$ cat config.mk
export PLATFORM = sky130hd
export DESIGN_NAME = fpa_queue
export DESIGN_NICKNAME = d
export VERILOG_FILES = /design/src/hdl/fpa_pkg.sv /design/src/hdl/fpa_queue.sv
export SDC_FILE = /design/constraint.sdc
export NUM_CORES = 1
export LEC_CHECK = 0
export ABC_AREA = 1
export BUFFER_PORTS_ARGS = -buffer_cell sky130_fd_sc_hd__buf_2
export CAP_MARGIN = 20
export CORE_MARGIN = 2
export CORE_UTILIZATION = 40
export CTS_CLUSTER_DIAMETER = 30
export DETAILED_ROUTE_END_ITERATION = 12
export MAX_ROUTING_LAYER = met4
export PLACE_DENSITY = 0.68
export SYNTH_ARGS = -nofsm -noshare
export SYNTH_HDL_FRONTEND = slang
export SYNTH_SLANG_ARGS = --single-unit
$ cat constraint.sdc
create_clock -name clock -period 7.05 [get_ports clock]
set_input_delay 0.3525 -clock clock [delete_from_list [all_inputs] [get_ports clock]]
set_output_delay 0.3525 -clock clock [all_outputs]
set_load 0.05 [all_outputs]
$ cat src/hdl/fpa_pkg.sv
// Shared types, constants and the divider step for the Q24.8 fixed-point ALU.
`default_nettype none
package fpa_pkg;

   // Number of fraction bits in a raw operand.
   localparam int FracBits = 8;
   // One quotient bit per step over the magnitude of the shifted dividend.
   localparam int DivSteps = 32 + FracBits;
   // Added to a negative value before the shift so to_int truncates toward zero.
   localparam logic [31:0] ToIntBias = 32'((64'd1 << FracBits) - 64'd1);
   // Request queue between the front and the back.
   localparam int QueueDepth = 4;
   localparam int QPtrBits = 2;
   localparam int QCntBits = 3;

   typedef enum logic [4:0] {
      OpAdd     = 5'd0,
      OpSub     = 5'd1,
      OpMul     = 5'd2,
      OpDiv     = 5'd3,
      OpNeg     = 5'd4,
      OpInc     = 5'd5,
      OpDec     = 5'd6,
      OpMin     = 5'd7,
      OpMax     = 5'd8,
      OpGt      = 5'd9,
      OpLt      = 5'd10,
      OpGe      = 5'd11,
      OpLe      = 5'd12,
      OpEq      = 5'd13,
      OpNe      = 5'd14,
      OpFromInt = 5'd15,
      OpToInt   = 5'd16,
      OpNone    = 5'd31
   } op_type;

   localparam logic [4:0] OpLastCode = 5'd16;

   // A decoded request as it waits in the queue.
   typedef struct packed {
      op_type             op;
      logic signed [31:0] a;
      logic signed [31:0] b;
   } item_type;

   // Contents of one stage of the execution pipeline.
   typedef struct packed {
      op_type                op;
      logic [31:0]           res;
      logic                  cmp;
      logic                  dz;
      logic                  neg;
      logic [31:0]           rem;
      logic [31:0]           quo;
      logic [31:0]           dsr;
      logic [DivSteps-1:0]   dvd;
   } stage_type;

   // One restoring division step: bring down a dividend bit, try the subtract.
   function automatic stage_type div_step(stage_type s);
      stage_type   n;
      logic [32:0] part;
      logic [32:0] diff;
      n    = s;
      part = {s.rem, s.dvd[DivSteps-1]};
      diff = part - {1'b0, s.dsr};
      n.dvd = {s.dvd[DivSteps-2:0], 1'b0};
      if (!diff[32]) begin
         n.rem = diff[31:0];
         n.quo = {s.quo[30:0], 1'b1};
      end else begin
         n.rem = part[31:0];
         n.quo = {s.quo[30:0], 1'b0};
      end
      return n;
   endfunction

endpackage
`default_nettype wire

$ cat src/hdl/fpa_queue.sv
// Short request queue that decouples the front end from the execution pipeline.
`default_nettype none
module fpa_queue (
   input  wire logic               clock,
   input  wire logic               reset,
   input  wire logic               push,
   input  wire fpa_pkg::item_type  push_item,
   output logic                    full,
   input  wire logic               pop,
   output logic                    head_valid,
   output fpa_pkg::item_type       head_item
);
   import fpa_pkg::*;

   item_type              mem_ff [QueueDepth];
   logic [QPtrBits-1:0]   wr_ptr_ff, wr_ptr_in;
   logic [QPtrBits-1:0]   rd_ptr_ff, rd_ptr_in;
   logic [QCntBits-1:0]   count_ff, count_in;

   assign full       = (count_ff == QCntBits'(QueueDepth));
   assign head_valid = (count_ff != '0);
   assign head_item  = mem_ff[rd_ptr_ff];

   // Pointer and fill count updates.
   always_comb begin
      wr_ptr_in = push ? wr_ptr_ff + 1'b1 : wr_ptr_ff;
      rd_ptr_in = pop  ? rd_ptr_ff + 1'b1 : rd_ptr_ff;
      count_in  = count_ff;
      if (push && !pop) begin
         count_in = count_ff + 1'b1;
      end else if (!push && pop) begin
         count_in = count_ff - 1'b1;
      end
   end

   always_ff @(posedge clock) begin
      if (reset) begin
         wr_ptr_ff <= '0;
         rd_ptr_ff <= '0;
         count_ff  <= '0;
      end else begin
         wr_ptr_ff <= wr_ptr_in;
         rd_ptr_ff <= rd_ptr_in;
         count_ff  <= count_in;
      end
   end

   // Storage for queued requests.
   always_ff @(posedge clock) begin
      if (push) begin
         mem_ff[wr_ptr_ff] <= push_item;
      end
   end

`ifndef SYNTHESIS
   a_no_push_when_full: assert property (@(posedge clock) disable iff (reset)
      full |-> !push) else $error("queue written while full");
   a_no_pop_when_empty: assert property (@(posedge clock) disable iff (reset)
      pop |-> head_valid) else $error("queue read while empty");
   a_count_bound: assert property (@(posedge clock) disable iff (reset)
      count_ff <= QCntBits'(QueueDepth)) else $error("queue count overflow");
`endif

endmodule
`default_nettype wire

==> results of run 1 <==
==> power by group <==
group | switching (mW) | internal [mW]
clock | 0.848 | 1.67
combinational | 0.391 | 0.109
sequential | 0.0241 | 1.94
==> cell families (layout without fill, tap and decap cells) <==
group / count (synthesis) / in the layout / synth area share
other: 0 / 3 / 0
buffers and inverters: 61 / 268 / 0.0342
AND/OR/NAND/NOR: 158 / 158 / 0.0560
XOR/XNOR: 1 / 1 / 0.000820
flip-flops: 285 / 285 / 0.793
adder cells (fa/ha/maj): 6 / 6 / 0.00773
AO/OA/AOI/OAI: 215 / 215 / 0.109
==> synthesized netlist by cell type, types with 3 or more instances <==
cell	count
a21oi_1	3
buf_2	8
buf_4	7
buf_6	11
clkbuf_1	14
clkbuf_2	3
dfxtp_1	9
edfxtp_1	276
ha_1	5
inv_1	15
nand2_1	10
nor2_1	145
o21ai_0	91
o21ai_1	52
o22ai_1	69
==> worst min-delay path by stage <==
stage                        startpoint  cells past startpoint  slack (ps)             to
after floorplan            rd_ptr_ff[1]                      1         410           flop
after global placement     rd_ptr_ff[1]                      1         420           flop
after detailed placement   rd_ptr_ff[1]                      1         420           flop
after CTS                 push_item[27]                      1           6  mem_ff[0][27]
after global routing      push_item[15]                      1           5  mem_ff[1][15]
final                     push_item[56]                      1          30  mem_ff[0][56]
==> metrics by stage <==
step	area (um^2)	hold WS [ps]	utilization	instances	setup slack, ps
5_1_grt	13500	4.74	0.516	1271	3540
6_report	13500	29.4	0.516	1271	3740
3_3_place_gp	11600	423	0.444	1168	4140
3_5_place_dp	11600	425	0.444	1168	4120
4_1_cts	13400	5.79	0.514	1267	3550
2_1_floorplan	10700	412	-	726	4700
==> cells in the final DEF (no fill, tap or decap), types with 2 or more instances in the layout <==
master / netlist / final
nand2_1: 10 / 10
buf_2: 8 / 143
clkinvlp_4: 0 / 6
clkinv_4: 0 / 9
clkbuf_1: 14 / 3
clkinv_2: 0 / 9
inv_6: 0 / 8
clkbuf_16: 0 / 54
o21ai_0: 91 / 91
ha_1: 5 / 5
a21oi_1: 3 / 3
edfxtp_1: 276 / 276
o21ai_1: 52 / 52
bufinv_16: 0 / 7
clkinv_8: 0 / 2
clkinv_1: 0 / 4
o22ai_1: 69 / 69
dfxtp_1: 9 / 7
buf_4: 7 / 8
diode_2: 0 / 3
nor2_1: 145 / 145
inv_1: 15 / 11
==> state kept, by name (all words and copies together), names as in the netlist, named ones only <==
register   count
wr_ptr_ff      2
rd_ptr_ff      2
count_ff       3
mem_ff       276
==> area by class of cell <==
class / instances / area [um^2] / share of cell area
Antenna cell: 3 / 7.51 / 0.000557
Tap cell: 335 / 419 / 0.0311
Timing Repair Buffer: 153 / 813 / 0.0604
Clock buffer: 57 / 1360 / 0.101
Clock inverter: 41 / 477 / 0.0354
Sequential cell: 285 / 8470 / 0.629
Multi-Input combinational cell: 380 / 1850 / 0.137
Inverter: 17 / 71.3 / 0.00529
==> layer usage <==
layer	vias up	share of wire	wire, um	track usage
li1	3087	-	-	-
met2	190	0.48	10700	0.255
met1	3096	0.42	9380	0.202
met3	38	0.073	1610	0.0475
met5	-	0	0	-
met4	0	0.019	428	0.0522
==> timing repair <==
action	CTS	global route
setup endpoints to repair	0	0
resized for setup	0	0
hold buffers	1	0
hold endpoints to repair	1	0
==> critical path, delay by kind of cell, from the launching register on <==
family                 cells  cell delay [ps]
AOI/OAI and AO/OA          2              330
buffers and inverters      4             1450
DFF                        1              520
==> impl_metrics.ini, run 1 <==
[routing]
first_iter_violations = 425
routed-via-count = 6411
ant_nets = 0
drt-wirelength-per-cell_um = 17.4
wirelength_um = 22100
first_pass_iters = 8
drt-vias-per-instance = 5.04
drt_drc_violations_left = 9

[logic_synthesis]
synth_ff_type = edfxtp_1
synth_top_area_frac = 0.776
async_flop_share = 0
syn-instance-count = 726
syn_avg_cell_area_um2 = 14.7
ys_seq_area_frac = 0.793
synth_edf_count = 276
synth_area_leaders = edfxtp_1 78%, nor2_1 5.1%, o21ai_0 4.3%
ys_ff_latch = 285
synth_area_um2 = 10700
synth_fp_nets = 805
synth_warnings = 0
ys_types = 23
yosysTopAreaCell = edfxtp_1

[clocking]
clkTransAtPathRegs_ps = 50
clk_latency_ps = 540
clockRootBuffer = clkbuf_16
cts_tree = built
htree_levels = 2
numCtsBuffers = 52
cts_buffer_depth = 3
cts_sinks = 285
cts_setup_buffers = 0

[placement]
dp_hpwl_um = 11400
place_congestion = 0.727
io_buffers = 143

[worst_hold_path]
hold_class = input port to flop

[final_layout]
drive_above_1_share = 0.269
area_delta_synth_final_pct = 26.1
nFillCells = 2199
nets = 968

[worst_setup_path]
r2r_start = wr_ptr_ff[0]
cp-end-kind = primary output
reg2reg_slack_ps = 5130
crit_fanout = 67
cp_slowest_cell = dfxtp_4
crit_arrival_ps = 2960
path_cells = inv_4, buf_4, buf_16, o21ai_0, o22ai_1, buf_2
critical_path_class = flop to primary output
worst_setup_path_start_kind = flop
critPathRequiredTime_ps = 6700
rr_worst_depth = 5
slowest_delay_ps = 520
endpoint = head_item[2]
r2r_end = mem_ff[0][5]

[power_and_ir_drop]
powerDensity_nw_per_um2 = 370
peakVddDrop_mv = 0.200
power.leakage_nw = 4.83
fin_total_pwr_mw = 4.99

[global_routing]
antenna_found_initial = 3
grt_max_degree = 113
grt_first_pass_wirelength_um = 34500
grt_pass1_vias = 6446
grt-ovfl-total = 0
grtUsageTotal = 0.162

[status]
status = finished with violations
violations = design-rule violations

[timing]
rsz0062_at_grt = no
hold_violations = 0
fin_setup_tns_ps = 0
finalClockSkew_ps = 16.2
slew_headroom = 0.273
max_freq_mhz = 302
drv_slew = 0
setup_viol_count_final = 0
period_share = 0.469
period_needed_ps = 3310
tightest_slew_ps = 1090

[run]
cap_viol_max_count = 0

[floorplanning]
num_rows = 59
die_w_um = 167
initial_core_util = 0.409
fp.dieH_um = 167
num_io_pins = 144
die_area_um2 = 28000
core_um2 = 26100
(Power assumes the default switching activity.)
==> inputs of run 2 (changes only) <==
==> constraint.sdc (replaced) <==
create_clock -name clock -period 3.2 [get_ports clock]
set_input_delay 0.16 -clock clock [delete_from_list [all_inputs] [get_ports clock]]
set_output_delay 0.16 -clock clock [all_outputs]
set_load 0.05 [all_outputs]
==> impl_metrics.ini, run 2 (synthesized netlist as in run 1, its figures left out) <==
[final_layout]
nFillCells = 2100
multi_input_area_um2 = 1850
area_delta_synth_final_pct = 33.2
finish.instance_area_um2 = 14200
final_cell_mix = 276 x edfxtp_1, 145 x nor2_1, 143 x buf_2, 91 x o21ai_0, 72 x dlygate4sd3_1
top_regs = mem_ff: 276 flops, count_ff: 3 flops
diodes = 0
final_common_cell = edfxtp_1
drive_above_1_share = 0.255
nets = 1045
regArea_um2 = 8470
largest_reg_flops = 276
fin_util = 0.545
top_register = mem_ff

[timing]
period_share = 0.842
hold_violations = 0
finalClockSkew_ps = 18.4
setup_viol_count_final = 0
tightest_slew_ps = 783
fin_setup_tns_ps = 0
slew_headroom = 0.478
rsz0062_at_grt = no
drv_slew = 0
period_needed_ps = 2690
max_freq_mhz = 371

[status]
status = finished with violations
violations = design-rule violations

[run]
cap_viol_max_count = 0

[global_routing]
grt_max_degree = 81
grtUsageTotal = 0.171
grt_pass1_vias = 6974
grt_first_pass_wirelength_um = 36500
grt-ovfl-total = 0
antenna_found_initial = 0

[worst_hold_path]
hold_class = input port to flop
hold_depth = 3
min_from = reset
hold_end = count_ff[0]

[power_and_ir_drop]
power.leakage_nw = 5.15
peakVddDrop_mv = 0.366
powerDensity_nw_per_um2 = 779
fin_total_pwr_mw = 11.1

[clocking]
cts_sinks = 285
cts_tree = built
clockRootBuffer = clkbuf_16
numCtsBuffers = 53
cts_setup_buffers = 0
clkTransAtPathRegs_ps = 50
clk_latency_ps = 540
htree_levels = 2
cts_buffer_depth = 3

[floorplanning]
initial_core_util = 0.409
fp.dieH_um = 167
num_io_pins = 144
die_area_um2 = 28000
num_rows = 59
core_um2 = 26100
die_w_um = 167

[routing]
ant_nets = 0
routed-via-count = 6780
first_pass_iters = 9
drt-vias-per-instance = 5.04
wirelength_um = 23300
first_iter_violations = 609
drt_drc_violations_left = 9
drt-wirelength-per-cell_um = 17.3

[worst_setup_path]
critPathBufInv = 2
crit_family = buffers and inverters
r2r_end = mem_ff[0][37]
rr_worst_depth = 5
critical_path_class = flop to primary output
cp-end-kind = primary output
slowest_delay_ps = 660
r2r_start = wr_ptr_ff[0]
worst_setup_path_start_kind = flop
crit_fanout = 43
reg2reg_slack_ps = 1130
cp_slowest_cell = dfxtp_2
crit_arrival_ps = 2530
path_cells = buf_4, o21ai_0, o22ai_1, buf_2
critPathRequiredTime_ps = 3040

[placement]
place_congestion = 0.734
io_buffers = 143
place_area_um2 = 11700
dp_hpwl_um = 12800
[run 2: changes by cell type in the layout (fill, tap and decap cells not counted), sizes merged]
cell / previous run / this run
buf: 152 / 157
clkbuf: 57 / 58
clkinv: 24 / 20
clkinvlp: 6 / 8
diode: 3 / 0
dlygate4sd3: 1 / 72
inv: 21 / 23
[run 2: per-layer routing]
layer / share of wire / global-route usage / routed length (um)
met1: 0.44 / 0.212 / 10200
met2: 0.50 / 0.281 / 11600
met3: 0.046 / 0.0366 / 1070
met4: 0.018 / 0.0571 / 422
met5: 0 / - / 0
[run 2: report_power, final]
| part | leakage (nW) | switching, mW | internal (mW) |
|---|---|---|---|
| combinational | 1.66 | 0.895 | 0.305 |
| clock | 0.878 | 1.88 | 3.69 |
| sequential | 2.61 | 0.0445 | 4.27 |
[run 2: tightest hold or removal path, stage by stage]
cell and delay [ps]:
dlygate4sd3_1 520, buf_2 110, nor2_1 40
[run 2: cell type report]
type | instances | share of cell area
Sequential cell | 285 | 0.595
Multi-Input combinational cell | 380 | 0.130
Timing Repair Buffer | 229 | 0.111
Clock buffer | 58 | 0.0960
Clock inverter | 41 | 0.0330
Tap cell | 335 | 0.0295
Inverter | 17 | 0.00501
[run 2: what timing repair did]
item                                   in CTS  in global routing
hold buffers                               72                  0
endpoints found under the hold margin     285                  0
resized for setup                           0                  0
[run 2: worst max path at each step]
stage / slack [ps] / to / cells past startpoint / from
after floorplan: 850 / mem_ff[2][0] / 4 / wr_ptr_ff[0]
after global placement: 1050 / head_item[63] / 4 / flop
after detailed placement: 1030 / head_item[63] / 4 / flop
after CTS: 460 / head_item[63] / 4 / flop
after global routing: 290 / head_item[60] / 4 / flop
final: 510 / head_item[60] / 4 / flop
[run 2: stage by stage]
step	std cells	hold WS, ps	worst slack (ps)
2_1_floorplan	726	232	849
3_3_place_gp	1174	335	1050
3_5_place_dp	1174	337	1030
4_1_cts	1345	305	462
5_1_grt	1345	323	294
6_report	1345	328	506
==> inputs of run 3 (changes only) <==
--- a/config.mk
+++ b/config.mk
@@ -13,7 +13,7 @@
 export CTS_CLUSTER_DIAMETER = 30
 export DETAILED_ROUTE_END_ITERATION = 12
 export MAX_ROUTING_LAYER = met4
-export PLACE_DENSITY = 0.68
+export PLACE_DENSITY = 0.7
 export SYNTH_ARGS = -nofsm -noshare
 export SYNTH_HDL_FRONTEND = slang
 export SYNTH_SLANG_ARGS = --single-unit
==> constraint.sdc (replaced) <==
create_clock -name clock -period 2.2 [get_ports clock]
set_input_delay 0.11 -clock clock [delete_from_list [all_inputs] [get_ports clock]]
set_output_delay 0.11 -clock clock [all_outputs]
set_load 0.05 [all_outputs]
==> impl_metrics.ini, run 3 (synthesized netlist as in run 1, its figures left out) <==
[worst_setup_path]
crit_fanout = 38
worst_setup_path_start_kind = flop
critPathBufInv = 3
cp_slowest_cell = dfxtp_4
crit_arrival_ps = 2000
slowest_delay_ps = 380
critical_path_class = flop to primary output
critPathRequiredTime_ps = 2090
crit_family = buffers and inverters
path_cells = inv_8, buf_12, nor2_1, o22ai_1, buf_2
cp-end-kind = primary output

[routing]
ant_nets = 0
first_pass_iters = 9
drt-wirelength-per-cell_um = 18.0
drt_drc_violations_left = 8
first_iter_violations = 590
routed-via-count = 6917
drt-vias-per-instance = 5.12
wirelength_um = 24400

[timing]
drv_slew = 0
fin_setup_tns_ps = 0
setup_viol_count_final = 0
rsz0062_at_grt = no
tightest_slew_ps = 492
hold_violations = 0
slew_headroom = 0.672
max_freq_mhz = 475
period_share = 0.958
finalClockSkew_ps = 17.9
timing.final.ws_setup_ps = 93.1
period_needed_ps = 2110

[final_layout]
area_delta_synth_final_pct = 34.5
drive_above_1_share = 0.247
top_register = mem_ff
final_common_cell = edfxtp_1
largest_reg_flops = 276
final_cell_mix = 276 x edfxtp_1, 145 x nor2_1, 136 x buf_2, 91 x o21ai_0, 72 x dlygate4sd3_1
nets = 1053
top_regs = mem_ff: 276 flops, count_ff: 3 flops
nFillCells = 2098

[placement]
place_congestion = 0.713
dp_hpwl_um = 13400
io_buffers = 143
post-place-ws_ps = 414

[floorplanning]
die_w_um = 167
die_area_um2 = 28000
initial_core_util = 0.409
num_rows = 59
num_io_pins = 144
fp.dieH_um = 167
core_um2 = 26100

[worst_hold_path]
hold_class = input port to flop

[clocking]
htree_levels = 2
clk_latency_ps = 540
cts_sinks = 285
cts_buffer_depth = 3
clockRootBuffer = clkbuf_16
cts_tree = built
clkTransAtPathRegs_ps = 40
numCtsBuffers = 55
cts_setup_buffers = 0

[power_and_ir_drop]
peakVddDrop_mv = 0.585
powerDensity_nw_per_um2 = 1100
power.leakage_nw = 5.17

[status]
status = finished with violations
violations = design-rule violations

[global_routing]
antenna_found_initial = 1
grt_first_pass_wirelength_um = 37200
grt_pass1_vias = 7091
grt-ovfl-total = 0
grtUsageTotal = 0.175
grt_max_degree = 111

[run]
cap_viol_max_count = 0
[run 3: where the power goes]
part           internal (mW)  switching (mW)  leakage [nW]
clock network           5.05            2.56         0.829
logic                  0.505            1.33          1.73
registers               6.22          0.0661          2.61
total                   11.8            3.96          5.17
[run 3: repair_timing]
action                                 4_1_cts  5_1_grt
gates cloned                                 0        1
endpoints found under the hold margin      284        0
gates resized for setup                      8        5
setup endpoints to repair                   15       26
hold buffers                                72        0
[run 3: path summary, 6_finish.rpt]
check             slack [ps]       endpoint         start  depth (start not counted)
setup / recovery          90  head_item[22]          flop                          5
hold / removal           290    count_ff[0]         reset                          3
setup reg to reg         410  mem_ff[0][12]  wr_ptr_ff[0]                          5
hold reg to reg          440           flop  rd_ptr_ff[1]                          1
[run 3: worst reg2reg max path: cells and delay by family (launching register included)]
family | cells | cell delay (ps)
flops | 1 | 350
fa+ha+maj | 1 | 210
simple gates | 1 | 110
buf+inv | 3 | 860
[run 3: routing by layer]
metal	part of all wire	global-route usage	up-vias	wire length [um]
met3	0.062	0.0397	33	1510
met1	0.43	0.216	3402	10400
li1	-	-	3250	-
met2	0.49	0.289	232	12100
met4	0.016	0.0590	0	378
met5	0	-	-	0
[run 3: through the flow]
stage | hold slack, ps | std cells | util | instance area [um^2] | total power [mW]
floorplan | 182 | 726 | - | 10700 | 7.57
global route | 283 | 1352 | 0.550 | 14400 | 16.3
CTS | 267 | 1350 | 0.548 | 14300 | 15.8
detailed placement | 289 | 1179 | 0.453 | 11800 | 8.09
finish | 286 | 1352 | 0.550 | 14400 | 15.7
global placement | 283 | 1179 | 0.453 | 11800 | 8.06
[run 3: cell type report]
| cell class | instances | area, um^2 | area share |
|---|---|---|---|
| Antenna cell | 1 | 2.50 | 0.000174 |
| Clock buffer | 68 | 1470 | 0.102 |
| Clock inverter | 31 | 265 | 0.0185 |
| Inverter | 17 | 86.3 | 0.00601 |
| Multi-Input combinational cell | 380 | 1850 | 0.129 |
| Sequential cell | 285 | 8480 | 0.590 |
| Tap cell | 335 | 419 | 0.0292 |
| Timing Repair Buffer | 235 | 1800 | 0.125 |
